`config.mk`:
```
export PLATFORM = sky130hd
export DESIGN_NAME = pan_tilt_raster_scan_sequencer_flat
export DESIGN_NICKNAME = d
export VERILOG_FILES = /design/src/rtl/core/ptrs_pkg.sv /design/src/rtl/core/ptrs_if.sv /design/src/rtl/core/ptrs_emit.sv /design/src/rtl/core/pan_tilt_raster_scan_sequencer.sv /design/src/flat_wrapper.sv
export SDC_FILE = /design/constraint.sdc
export NUM_CORES = 1
export LEC_CHECK = 0
export BUFFER_PORTS_ARGS = -buffer_cell sky130_fd_sc_hd__buf_2
export CORE_AREA = 2 2 153 155
export CTS_CLUSTER_DIAMETER = 100
export CTS_CLUSTER_SIZE = 24
export DETAILED_ROUTE_END_ITERATION = 6
export DIE_AREA = 0 0 155 157
export GPL_TIMING_DRIVEN = 0
export PLACE_DENSITY = 0.74
export SETUP_SLACK_MARGIN = 0.4
export SLEW_MARGIN = 25
export SYNTH_ARGS = -nofsm -noshare
export SYNTH_HDL_FRONTEND = slang
export SYNTH_HIERARCHICAL = 1
export SYNTH_SLANG_ARGS = --single-unit
```
`constraint.sdc`:
```
create_clock -name clk -period 6.03 [get_ports clk]
set_input_delay 1.206 -clock clk [delete_from_list [all_inputs] [get_ports clk]]
set_output_delay 1.206 -clock clk [all_outputs]
set_load 0.05 [all_outputs]
```
`src/rtl/core/ptrs_pkg.sv`:
```
// shared types and constants for the pan/tilt raster scan sequencer
package ptrs_pkg;

    localparam int FRAME_BYTES = 11;
    localparam int LEN_W       = 4;

    localparam logic [7:0] SYNC_SERVO = 8'hFF;
    localparam logic [7:0] SYNC_HOST  = 8'hF5;
    localparam logic [7:0] ID_PAN     = 8'd1;
    localparam logic [7:0] ID_TILT    = 8'd2;
    localparam logic [7:0] STEP_SIZE  = 8'd4;

    localparam logic [LEN_W-1:0] LEN_NONE   = 4'd0;
    localparam logic [LEN_W-1:0] LEN_PAN    = 4'd3;
    localparam logic [LEN_W-1:0] LEN_TILT   = 4'd6;
    localparam logic [LEN_W-1:0] LEN_REPORT = 4'd11;

    localparam logic [7:0] PAN_START_RST  = 8'd228;
    localparam logic [7:0] PAN_END_RST    = 8'd36;
    localparam logic [7:0] TILT_START_RST = 8'd131;
    localparam logic [7:0] TILT_END_RST   = 8'd245;

    localparam logic OP_ADVANCE = 1'b0;
    localparam logic OP_REPORT  = 1'b1;

    localparam logic LINK_SERVO = 1'b0;
    localparam logic LINK_HOST  = 1'b1;

    typedef enum logic [1:0] {
        REG_PAN_START  = 2'd0,
        REG_PAN_END    = 2'd1,
        REG_TILT_START = 2'd2,
        REG_TILT_END   = 2'd3
    } reg_idx_t;

    typedef struct packed {
        logic                              link;
        logic [LEN_W-1:0]                  len;
        logic [FRAME_BYTES-1:0][7:0]       bytes;
    } frame_t;

endpackage

```
`src/rtl/core/ptrs_if.sv`:
```
// valid/ready channel interfaces for scan items and output bytes
interface ptrs_in_if;
    logic        valid;
    logic        ready;
    logic        op;
    logic [15:0] adc_sample;
    logic [15:0] echo_time;

    modport source (output valid, output op, output adc_sample, output echo_time,
                    input ready);
    modport sink   (input valid, input op, input adc_sample, input echo_time,
                    output ready);
endinterface

interface ptrs_out_if;
    logic       valid;
    logic       ready;
    logic       link;
    logic [7:0] data_byte;
    logic       last;

    modport source (output valid, output link, output data_byte, output last,
                    input ready);
    modport sink   (input valid, input link, input data_byte, input last,
                    output ready);
endinterface

```
`src/rtl/core/ptrs_emit.sv`:
```
// pending frame buffer and byte serializer for the output channel
module ptrs_emit (
    input  logic             clk,
    input  logic             rst_n,
    input  logic             wr,
    input  ptrs_pkg::frame_t frame,
    output logic             free,
    ptrs_out_if.source       out_ch
);
    import ptrs_pkg::*;

    frame_t                      pend_reg;
    logic                        pend_valid_reg, pend_valid_next;
    logic [FRAME_BYTES-1:0][7:0] buf_reg, buf_next;
    logic                        link_reg, link_next;
    logic [LEN_W-1:0]            rem_reg, rem_next;
    logic                        xfer;
    logic                        load;

    assign xfer = out_ch.valid && out_ch.ready;
    // take the pending frame when the serializer is empty or drains its last byte
    assign load = pend_valid_reg && ((rem_reg == LEN_NONE) || (rem_reg == 4'd1 && xfer));
    assign free = !pend_valid_reg || load;

    assign out_ch.valid     = (rem_reg != LEN_NONE);
    assign out_ch.link      = link_reg;
    assign out_ch.data_byte = buf_reg[0];
    assign out_ch.last      = (rem_reg == 4'd1);

    always_comb
    begin
        buf_next        = buf_reg;
        link_next       = link_reg;
        rem_next        = rem_reg;
        pend_valid_next = pend_valid_reg;
        if (load)
        begin
            buf_next        = pend_reg.bytes;
            link_next       = pend_reg.link;
            rem_next        = pend_reg.len;
            pend_valid_next = 1'b0;
        end
        else if (xfer)
        begin
            buf_next = {8'h00, buf_reg[FRAME_BYTES-1:1]};
            rem_next = rem_reg - 4'd1;
        end
        if (wr)
        begin
            pend_valid_next = 1'b1;
        end
    end

    always_ff @(posedge clk or negedge rst_n)
    begin
        if (!rst_n)
        begin
            pend_valid_reg <= 1'b0;
            rem_reg        <= LEN_NONE;
        end
        else
        begin
            pend_valid_reg <= pend_valid_next;
            rem_reg        <= rem_next;
        end
    end

    always_ff @(posedge clk)
    begin
        buf_reg  <= buf_next;
        link_reg <= link_next;
        if (wr)
        begin
            pend_reg <= frame;
        end
    end

`ifndef NO_ASSERTIONS
    a_no_overwrite: assert property (@(posedge clk) disable iff (!rst_n)
        (pend_valid_reg && !load) |-> !wr)
        else $error("pending frame overwritten before it was taken");

    a_load_len: assert property (@(posedge clk) disable iff (!rst_n)
        load |=> (rem_reg == $past(pend_reg.len)))
        else $error("serializer count does not match loaded frame");

    a_pend_nonempty: assert property (@(posedge clk) disable iff (!rst_n)
        pend_valid_reg |-> (pend_reg.len != LEN_NONE))
        else $error("empty frame held as pending");

    a_rem_range: assert property (@(posedge clk) disable iff (!rst_n)
        rem_reg <= LEN_REPORT)
        else $error("byte count beyond frame size");
`endif

endmodule

```
`src/rtl/core/pan_tilt_raster_scan_sequencer.sv`:
```
// top level of the pan/tilt raster scan sequencer
//
//  channel | dir | payload                         | transfer
//  in_ch   | in  | op, adc_sample, echo_time       | valid && ready
//  out_ch  | out | link, data_byte, last           | valid && ready
//  apb     | in  | paddr[3:0], pwdata/prdata 32b   | psel && penable && pwrite
//
// when an item is taken, positions update and its whole frame is
// registered as pending at that edge; bytes then leave one per cycle
// (11 for a report, 6 or 3 for an advance, none when halted) while
// out_ch.ready is high, so the sustained rate is set by the output serializer.
// in_ch.ready stays high while the pending slot is free or drains this cycle.
// reset loads the register reset values and the start positions from them.
module pan_tilt_raster_scan_sequencer (
    input  logic        clk,
    input  logic        rst_n,
    input  logic        psel,
    input  logic        penable,
    input  logic        pwrite,
    input  logic [3:0]  paddr,
    input  logic [31:0] pwdata,
    output logic [31:0] prdata,
    output logic        pready,
    ptrs_in_if.sink     in_ch,
    ptrs_out_if.source  out_ch
);
    import ptrs_pkg::*;

    logic [7:0] pan_start_reg, pan_end_reg, tilt_start_reg, tilt_end_reg;
    logic [7:0] pan_pos_reg, pan_pos_next;
    logic [7:0] tilt_pos_reg, tilt_pos_next;
    logic       sweep_up_reg, sweep_up_next;
    logic       tilt_done_reg, tilt_done_next;
    logic       halted_reg, halted_next;

    reg_idx_t   cfg_idx;
    logic       cfg_wr;
    logic       in_xfer;
    logic       emit_free;
    frame_t     frame;

    logic [8:0] pan_dn;
    logic [8:0] pan_up;
    logic [8:0] tilt_up;
    logic       turn;
    logic [7:0] pan_new;
    logic [7:0] tilt_new;
    logic       tilt_hit;

    // configuration port
    assign pready  = 1'b1;
    assign cfg_wr  = psel && penable && pwrite && pready;
    assign cfg_idx = reg_idx_t'(paddr[3:2]);

    always_comb
    begin
        case (cfg_idx)
            REG_PAN_START:  prdata = {24'h0, pan_start_reg};
            REG_PAN_END:    prdata = {24'h0, pan_end_reg};
            REG_TILT_START: prdata = {24'h0, tilt_start_reg};
            REG_TILT_END:   prdata = {24'h0, tilt_end_reg};
            default:        prdata = 32'h0;
        endcase
    end

    always_ff @(posedge clk or negedge rst_n)
    begin
        if (!rst_n)
        begin
            pan_start_reg  <= PAN_START_RST;
            pan_end_reg    <= PAN_END_RST;
            tilt_start_reg <= TILT_START_RST;
            tilt_end_reg   <= TILT_END_RST;
        end
        else if (cfg_wr)
        begin
            case (cfg_idx)
                REG_PAN_START:  pan_start_reg  <= pwdata[7:0];
                REG_PAN_END:    pan_end_reg    <= pwdata[7:0];
                REG_TILT_START: tilt_start_reg <= pwdata[7:0];
                REG_TILT_END:   tilt_end_reg   <= pwdata[7:0];
                default:        ;
            endcase
        end
    end

    // scan step
    assign in_xfer = in_ch.valid && in_ch.ready;
    assign in_ch.ready = emit_free;

    assign pan_dn  = {1'b0, pan_pos_reg} - {1'b0, STEP_SIZE};
    assign pan_up  = {1'b0, pan_pos_reg} + {1'b0, STEP_SIZE};
    assign tilt_up = {1'b0, tilt_pos_reg} + {1'b0, STEP_SIZE};

    always_comb
    begin
        if (!sweep_up_reg)
        begin
            // a borrow means the step went below zero, so past the end too
            turn = (pan_pos_reg <= pan_end_reg) || pan_dn[8] || (pan_dn[7:0] <= pan_end_reg);
            pan_new = turn ? pan_end_reg : pan_dn[7:0];
        end
        else
        begin
            turn = (pan_pos_reg >= pan_start_reg) || (pan_up >= {1'b0, pan_start_reg});
            pan_new = turn ? pan_start_reg : pan_up[7:0];
        end
        tilt_hit = (tilt_pos_reg >= tilt_end_reg) || (tilt_up >= {1'b0, tilt_end_reg});
        tilt_new = tilt_hit ? tilt_end_reg : tilt_up[7:0];
    end

    always_comb
    begin
        pan_pos_next   = pan_pos_reg;
        tilt_pos_next  = tilt_pos_reg;
        sweep_up_next  = sweep_up_reg;
        tilt_done_next = tilt_done_reg;
        halted_next    = halted_reg;
        if (in_xfer && in_ch.op == OP_ADVANCE && !halted_reg)
        begin
            pan_pos_next = pan_new;
            if (turn)
            begin
                sweep_up_next = !sweep_up_reg;
                tilt_pos_next = tilt_new;
                if (tilt_hit)
                begin
                    tilt_done_next = 1'b1;
                end
            end
            if (tilt_done_reg)
            begin
                halted_next = 1'b1;
            end
        end
    end

    always_ff @(posedge clk or negedge rst_n)
    begin
        if (!rst_n)
        begin
            pan_pos_reg   <= PAN_START_RST;
            tilt_pos_reg  <= TILT_START_RST;
            sweep_up_reg  <= 1'b0;
            tilt_done_reg <= 1'b0;
            halted_reg    <= 1'b0;
        end
        else
        begin
            pan_pos_reg   <= pan_pos_next;
            tilt_pos_reg  <= tilt_pos_next;
            sweep_up_reg  <= sweep_up_next;
            tilt_done_reg <= tilt_done_next;
            halted_reg    <= halted_next;
        end
    end

    // frame assembly
    always_comb
    begin
        frame.bytes = '0;
        if (in_ch.op == OP_REPORT)
        begin
            frame.link      = LINK_HOST;
            frame.len       = LEN_REPORT;
            frame.bytes[0]  = SYNC_HOST;
            frame.bytes[1]  = {3'b000, in_ch.adc_sample[15:11]};
            frame.bytes[2]  = {1'b0, in_ch.adc_sample[10:4]};
            frame.bytes[3]  = {7'h00, in_ch.echo_time[15]};
            frame.bytes[4]  = {1'b0, in_ch.echo_time[14:8]};
            frame.bytes[5]  = {7'h00, in_ch.echo_time[7]};
            frame.bytes[6]  = {1'b0, in_ch.echo_time[6:0]};
            frame.bytes[7]  = {7'h00, pan_pos_reg[7]};
            frame.bytes[8]  = {1'b0, pan_pos_reg[6:0]};
            frame.bytes[9]  = {7'h00, tilt_pos_reg[7]};
            frame.bytes[10] = {1'b0, tilt_pos_reg[6:0]};
        end
        else
        begin
            frame.link     = LINK_SERVO;
            frame.len      = halted_reg ? LEN_NONE : (turn ? LEN_TILT : LEN_PAN);
            frame.bytes[0] = SYNC_SERVO;
            frame.bytes[1] = ID_PAN;
            frame.bytes[2] = pan_new;
            frame.bytes[3] = SYNC_SERVO;
            frame.bytes[4] = ID_TILT;
            frame.bytes[5] = tilt_new;
        end
    end

    ptrs_emit u_emit (
        .clk    (clk),
        .rst_n  (rst_n),
        .wr     (in_xfer && (frame.len != LEN_NONE)),
        .frame  (frame),
        .free   (emit_free),
        .out_ch (out_ch)
    );

`ifndef NO_ASSERTIONS
    a_halt_needs_done: assert property (@(posedge clk) disable iff (!rst_n)
        halted_reg |-> tilt_done_reg)
        else $error("halted without tilt finished");

    a_halt_freezes: assert property (@(posedge clk) disable iff (!rst_n)
        halted_reg |=> ($stable(pan_pos_reg) && $stable(tilt_pos_reg)))
        else $error("positions moved while halted");

    a_done_at_end: assert property (@(posedge clk) disable iff (!rst_n)
        $rose(tilt_done_reg) |-> (tilt_pos_reg == $past(tilt_end_reg)))
        else $error("tilt finished away from its end");
`endif

endmodule
```
`src/flat_wrapper.sv`:
```
// flat-port wrapper written by rule: the top's interface ports become plain ports
module pan_tilt_raster_scan_sequencer_flat import ptrs_pkg::*;
  (clk, rst_n, psel, penable, pwrite, paddr, pwdata, prdata, pready, in_ch_valid, in_ch_op, in_ch_adc_sample, in_ch_echo_time, in_ch_ready, out_ch_valid, out_ch_link, out_ch_data_byte, out_ch_last, out_ch_ready);
  ptrs_in_if in_ch_i ();
  ptrs_out_if out_ch_i ();
  input  logic clk;
  input  logic rst_n;
  input  logic psel;
  input  logic penable;
  input  logic pwrite;
  input  logic [3:0] paddr;
  input  logic [31:0] pwdata;
  output logic [31:0] prdata;
  output logic pready;
  input wire logic [$bits(in_ch_i.valid)-1:0] in_ch_valid;
  input wire logic [$bits(in_ch_i.op)-1:0] in_ch_op;
  input wire logic [$bits(in_ch_i.adc_sample)-1:0] in_ch_adc_sample;
  input wire logic [$bits(in_ch_i.echo_time)-1:0] in_ch_echo_time;
  output wire logic [$bits(in_ch_i.ready)-1:0] in_ch_ready;
  output wire logic [$bits(out_ch_i.valid)-1:0] out_ch_valid;
  output wire logic [$bits(out_ch_i.link)-1:0] out_ch_link;
  output wire logic [$bits(out_ch_i.data_byte)-1:0] out_ch_data_byte;
  output wire logic [$bits(out_ch_i.last)-1:0] out_ch_last;
  input wire logic [$bits(out_ch_i.ready)-1:0] out_ch_ready;
  assign in_ch_i.valid = in_ch_valid;
  assign in_ch_i.op = in_ch_op;
  assign in_ch_i.adc_sample = in_ch_adc_sample;
  assign in_ch_i.echo_time = in_ch_echo_time;
  assign in_ch_ready = in_ch_i.ready;
  assign out_ch_valid = out_ch_i.valid;
  assign out_ch_link = out_ch_i.link;
  assign out_ch_data_byte = out_ch_i.data_byte;
  assign out_ch_last = out_ch_i.last;
  assign out_ch_i.ready = out_ch_ready;
  pan_tilt_raster_scan_sequencer u_core (.clk(clk), .rst_n(rst_n), .psel(psel), .penable(penable), .pwrite(pwrite), .paddr(paddr), .pwdata(pwdata), .prdata(prdata), .pready(pready), .in_ch(in_ch_i), .out_ch(out_ch_i));
endmodule
```
# Yosys cells after proc, flatten, opt, wreduce, memory -nomap -nowiden
# Cells that the tools add are included.
[totals]
in_bits = 76
regBits = 238
wordCells = 108
output_inout_bits = 45
[classes]
n_eq_ne = 4
bitwise = 1
mux = 16
n_addsub = 4
n_reduce_logical = 31
n_lt_le_gt_ge = 6
[op_table]
columns = ["cell", "count"]
rows = [
  ["$mux 88", 2],
  ["$pmux 32 s4", 1],
  ["$mux 41", 1],
  ["$mux 8", 4],
  ["$add 8x3->9 const B", 2],
  ["$ge 9x8->1", 2],
  ["$ge 8x8->1", 2],
  ["$le 8x8->1", 2],
  ["$mux 4", 3],
  ["$reduce_and 2->1", 6],
  ["$logic_and 1x1->1", 9],
  ["$sub 8x3->9 const B", 1],
  ["$reduce_bool 4->1", 2],
  ["$logic_or 1x1->1", 6],
  ["$mux 5", 1],
  ["$eq 2x2->1 const B", 2],
  ["$eq 4x1->1 const B", 1],
  ["$logic_not 4->1", 1],
  ["$reduce_bool 2->1", 2],
  ["$sub 4x1->4 const B", 1],
  ["$logic_not 1->1", 3],
  ["$mux 1", 3],
  ["$mux 3", 1],
  ["$reduce_and 3->1", 1],
  ["other kinds (3)", 3],
]

# Depth between registers and ports, before layout
[depth]
depth_word = 10
ltp_mapped = 14
depth_no_buf = 13

# Hierarchy
# Netlist, hierarchy kept.
[by_module_without_submodules]
columns = ["mod", "seq_area_each_um2", "cells_per_inst", "area_per_inst_um2", "n_inst"]
rows = [
  ["ptrs_emit", 5590.4, 490, 6872.8, 1],
  ["pan_tilt_raster_scan_sequencer", 1303.8, 455, 4370.4, 1],
]

# Least setup slack after synthesis
# Ideal clock, no wire load.
[synth_timing]
path_kind = "input to register"
start = "input out_ch_ready"
end = "register u_core/u_emit/pend_reg[0] (netlist bit), enable pin"
setup_ns = 0.576
arrival_time_ns = 6.434
path_stages = 5
path_buffers = 0
t_required_ns = 5.454
slack_ns = -0.980
cell_sequence = "a21o_2 > nand2_1 > nand2_1 > nand2_1 > a21oi_1"
[synth_between]
elab_chain_cells = 7
[synth_rtl]
columns = ["item", "line_no", "rtl"]
rows = [
  ["start, declared", "flat_wrapper.sv:24", "input wire logic [$bits(out_ch_i.ready)-1:0] out_ch_ready;"],
  ["$logic_and 1x1->1", "ptrs_emit.sv:20", "assign xfer = out_ch.valid && out_ch.ready;"],
  ["$logic_and 1x1->1", "ptrs_emit.sv:22", "assign load = pend_valid_reg && ((rem_reg == LEN_NONE) || (rem_reg == 4'd1 && xfer));"],
  ["$logic_or 1x1->1", "ptrs_emit.sv:22", ""],
  ["$logic_and 1x1->1", "ptrs_emit.sv:22", ""],
  ["$logic_or 1x1->1", "ptrs_emit.sv:23", "assign free = !pend_valid_reg || load;"],
  ["net in_ch_ready", "flat_wrapper.sv:19", "output wire logic [$bits(in_ch_i.ready)-1:0] in_ch_ready;"],
  ["$logic_and 1x1->1", "pan_tilt_raster_scan_sequencer.sv:88", "assign in_xfer = in_ch.valid && in_ch.ready;"],
  ["$logic_and 1x1->1", "pan_tilt_raster_scan_sequencer.sv:194", ".wr (in_xfer && (frame.len != LEN_NONE)),"],
  ["end signal, assigned", "ptrs_emit.sv:74", "pend_reg <= frame;"],
  ["end, declared", "ptrs_emit.sv:12", "frame_t pend_reg;"],
]
# The timed path passes the listed nets, and every way through them passes these cells.
# A chain may end at the register's enable or synchronous reset.

# Final worst setup path
[layout_timing]
start = "input paddr[2]"
end = "output prdata[2]"
[layout_between]
elab_chain_cells = 2
elab_cells_between_ends = 5
cone_classes = "eq/ne (3); mux (1); reduce/logical (1)"
[layout_rtl]
columns = ["item", "line_no", "rtl"]
rows = [
  ["start, declared", "flat_wrapper.sv:11", "input logic [3:0] paddr;"],
  ["$eq 2x2->1, or another cell as far along", "pan_tilt_raster_scan_sequencer.sv:57", "case (cfg_idx)"],
  ["$pmux 32 s4 *", "pan_tilt_raster_scan_sequencer.sv:57", ""],
  ["end, declared", "flat_wrapper.sv:13", "output logic [31:0] prdata;"],
]
# Mark *: on every way between the ends. The rest lies on a longest branch, timed or not. The select of a mux whose other input is x is not followed.

==> impl_results.md <==
* Part of the cycle the worst path needs at 65.04%
* Mapped cell area at 11240 um2
* Detail Route Antenna Nets at 0
* Max-Cap Viols at 0
* Hold Path Class: reg -> reg
* Crit path kind: in -> out
* Iter 0 DRT Violations at 630
* RR Startpoint: u_core/pan_pos_reg[2]$_DFFE_PN1P_
* Worst skew pair latency at 480 ps
* Crit path required time at 4820 ps
* Die width at 155 um
* Post-cts sizing count at 0
* Layout Utilization at 56.56%
* Largest net degree at the start of global routing at 96
* Synth cell types at 63
* Placed cell count at 1350
* Hold Startpoint: u_core/u_emit/pend_reg[92]$_DFFE_PP_
* Leak pwr at 5.465 nW
* Relative slew slack at 34.44%
* Fin. Hold Viols at 0
* Critical path endpoint category: output port
* Vias in the first global route at 7051
* Pin slew with the least headroom to its limit at 983.4 ps
* Pre-antenna DRT Iters at 5
* Area of the multi-input gates at 3955 um2
* Die height at 157 um
* DP HPWL at 16350 um
* Avg Vias per Cell at 5.202
* I/O pins at 121
* Power Density at 463.9 nW/um2
* Initial Util at 49.96%
* GP Congestion at 0.8587
* CTS tree: built
* Num CTS Buffers at 14
* Fin. max-slew vios at 0
* CP startpoint kind: input pin
* Finished Layout Cells at 1374
* PortBufs at 65
* Max FO, Critical Path at 10
* Total Wirelength at 23290 um
* Largest register FFs at 93
* WL per Instance at 16.95 um
* CTS H-tree lvls at 1
* Register area at 6894 um2
* Number of diodes at 0
* Die area at 24340 um2
* Final Skew at 10.49 ps
* FF+latch count, synth at 238
* Peak supply drop at 0.1958 mV
* Post-route setup slack at 2108 ps
* First-pass GRT wire length at 36850 um
* Critical path origin: paddr[2]
* Synth warnings at 6
* DR vias at 7148
* Worst slack at placement at 2088 ps
* Layout net count at 1204
* Num rows at 55
* Total GRT Usage at 19.23%
* CTS Buffer Depth at 3
* Final min period at 3922 ps
* Reg clk slew, reported paths at 90 ps
* Ys async rst share at 23.53%
* Post-CTS Setup Bufs at 0
* Fraction of layout cells with a size suffix above 1 at 19.93%
* Seq/Total Area, Yosys at 61.32%
* Status: completed
* Area Growth Syn to Fin at 13.21%
* RSZ-0062 raised after global routing: false
* Antenna violations before repair at 0
* Std-Cell Core Area at 22500 um2
* Average size of a mapped cell at 11.90 um2
* CTS Sinks at 238
* Fillers at 1848
* # DRC at 0
* Final setup viols at 0
* Critical Path AT at 2720 ps
* Top_reg_cell synth: edfxtp_1
* Post-synthesis cell count at 945
* Hold buffers post-CTS at 0
* Peak Freq at 255.0 MHz
* Total grt overflow at 0
* Commonest non-fill, non-tap cell in the layout: nand2_1
* CTS root buffer: clkbuf_16
* Commonest non-fill, non-tap cells in the layout: 266 x nand2_1, 182 x edfxtp_1, 76 x buf_2, 52 x conb_1, 47 x ha_1
* Number of flops mapped to enable cells by yosys at 182
## path summary, 6_finish.rpt
kind                                                         to  slack [ps]  depth (start not counted)
min in group asynchronous  u_core/tilt_start_reg[6]$_DFFE_PN0P_         790                          1
min                         u_core/u_emit/out_ch.link$_DFFE_PP_         440                          0
min reg2reg                 u_core/u_emit/out_ch.link$_DFFE_PP_         440                          0
max reg2reg                u_core/u_emit/pend_reg[18]$_DFFE_PP_        2140                         14
max                                                   prdata[2]        2110                          4
max in group asynchronous  u_core/u_emit/rem_reg[0]$_DFFE_PN0P_        4750                          1
## final cells by class
type	count	area share [%]
flip-flops and latches	238	54.16
multi-input cells	641	31.07
repair buffers	70	3.657
plain buffers	72	3.450
clock buffers	20	3.096
well taps	285	2.802
inverters	44	1.298
clock inverters	4	0.4620
## per-layer routing
layer  global-route usage [%]  vias to the layer above  share of wire (%)
met2                    31.98                      218                 48
met5                        0                        -                  0
met4                    4.674                        0                1.7
met1                    27.14                     3443                 45
li1                         -                     3464                  -
met3                    2.423                       23                5.9
## cells by family after synthesis
family	count (synthesis)	synth area share (%)
AO/OA/AOI/OAI	81	5.119
other	2	0.06680
buffers and inverters	116	5.375
AND/OR/NAND/NOR	384	14.73
adder cells (fa/ha/maj)	47	5.230
XOR/XNOR	13	1.013
multiplexers	64	7.144
flip-flops	238	61.32
## power by group
part	internal, mW	leakage, nW	total (mW)	switching [mW]
combinational	0.867	2.86	2.23	1.37
sequential	2.38	2.38	2.63	0.257
clock	0.513	0.220	1.04	0.523
total	3.76	5.47	5.90	2.15
## per-stage QoR
stage | cell area, um2 | total power, mW | setup TNS, ps | hold slack (ps)
6_report | 12730 | 5.904 | 0 | 442.1
5_1_grt | 12730 | 6.258 | 0 | 469.9
4_1_cts | 12730 | 5.924 | 0 | 455.1
3_5_place_dp | 12280 | 4.868 | 0 | 440.0
3_3_place_gp | 12120 | 4.744 | -73550 | 403.1
2_1_floorplan | 11430 | 4.226 | 0 | 400.3
## Yosys cell counts (14+ instances only)
library cell / count / share of area (%)
and2_1: 33 / 1.8
a21oi_1: 14 / 0.62
inv_1: 42 / 1.4
dfstp_2: 22 / 5.1
buf_4: 33 / 2.2
nor2_1: 29 / 0.97
o21ai_0: 17 / 0.76
ha_1: 47 / 5.2
dfrtp_1: 34 / 7.6
mux2i_1: 18 / 1.6
nand3_1: 14 / 0.62
edfxtp_1: 182 / 49
clkbuf_1: 21 / 0.70
mux2_2: 36 / 3.6
nand2_1: 266 / 8.9
## worst max-delay path, cell delays in order
cell and delay, ps:
buf_2 80, clkbuf_1 570, mux4_2 620, buf_2 230
Note: power is estimated with default switching activity, not from simulation.
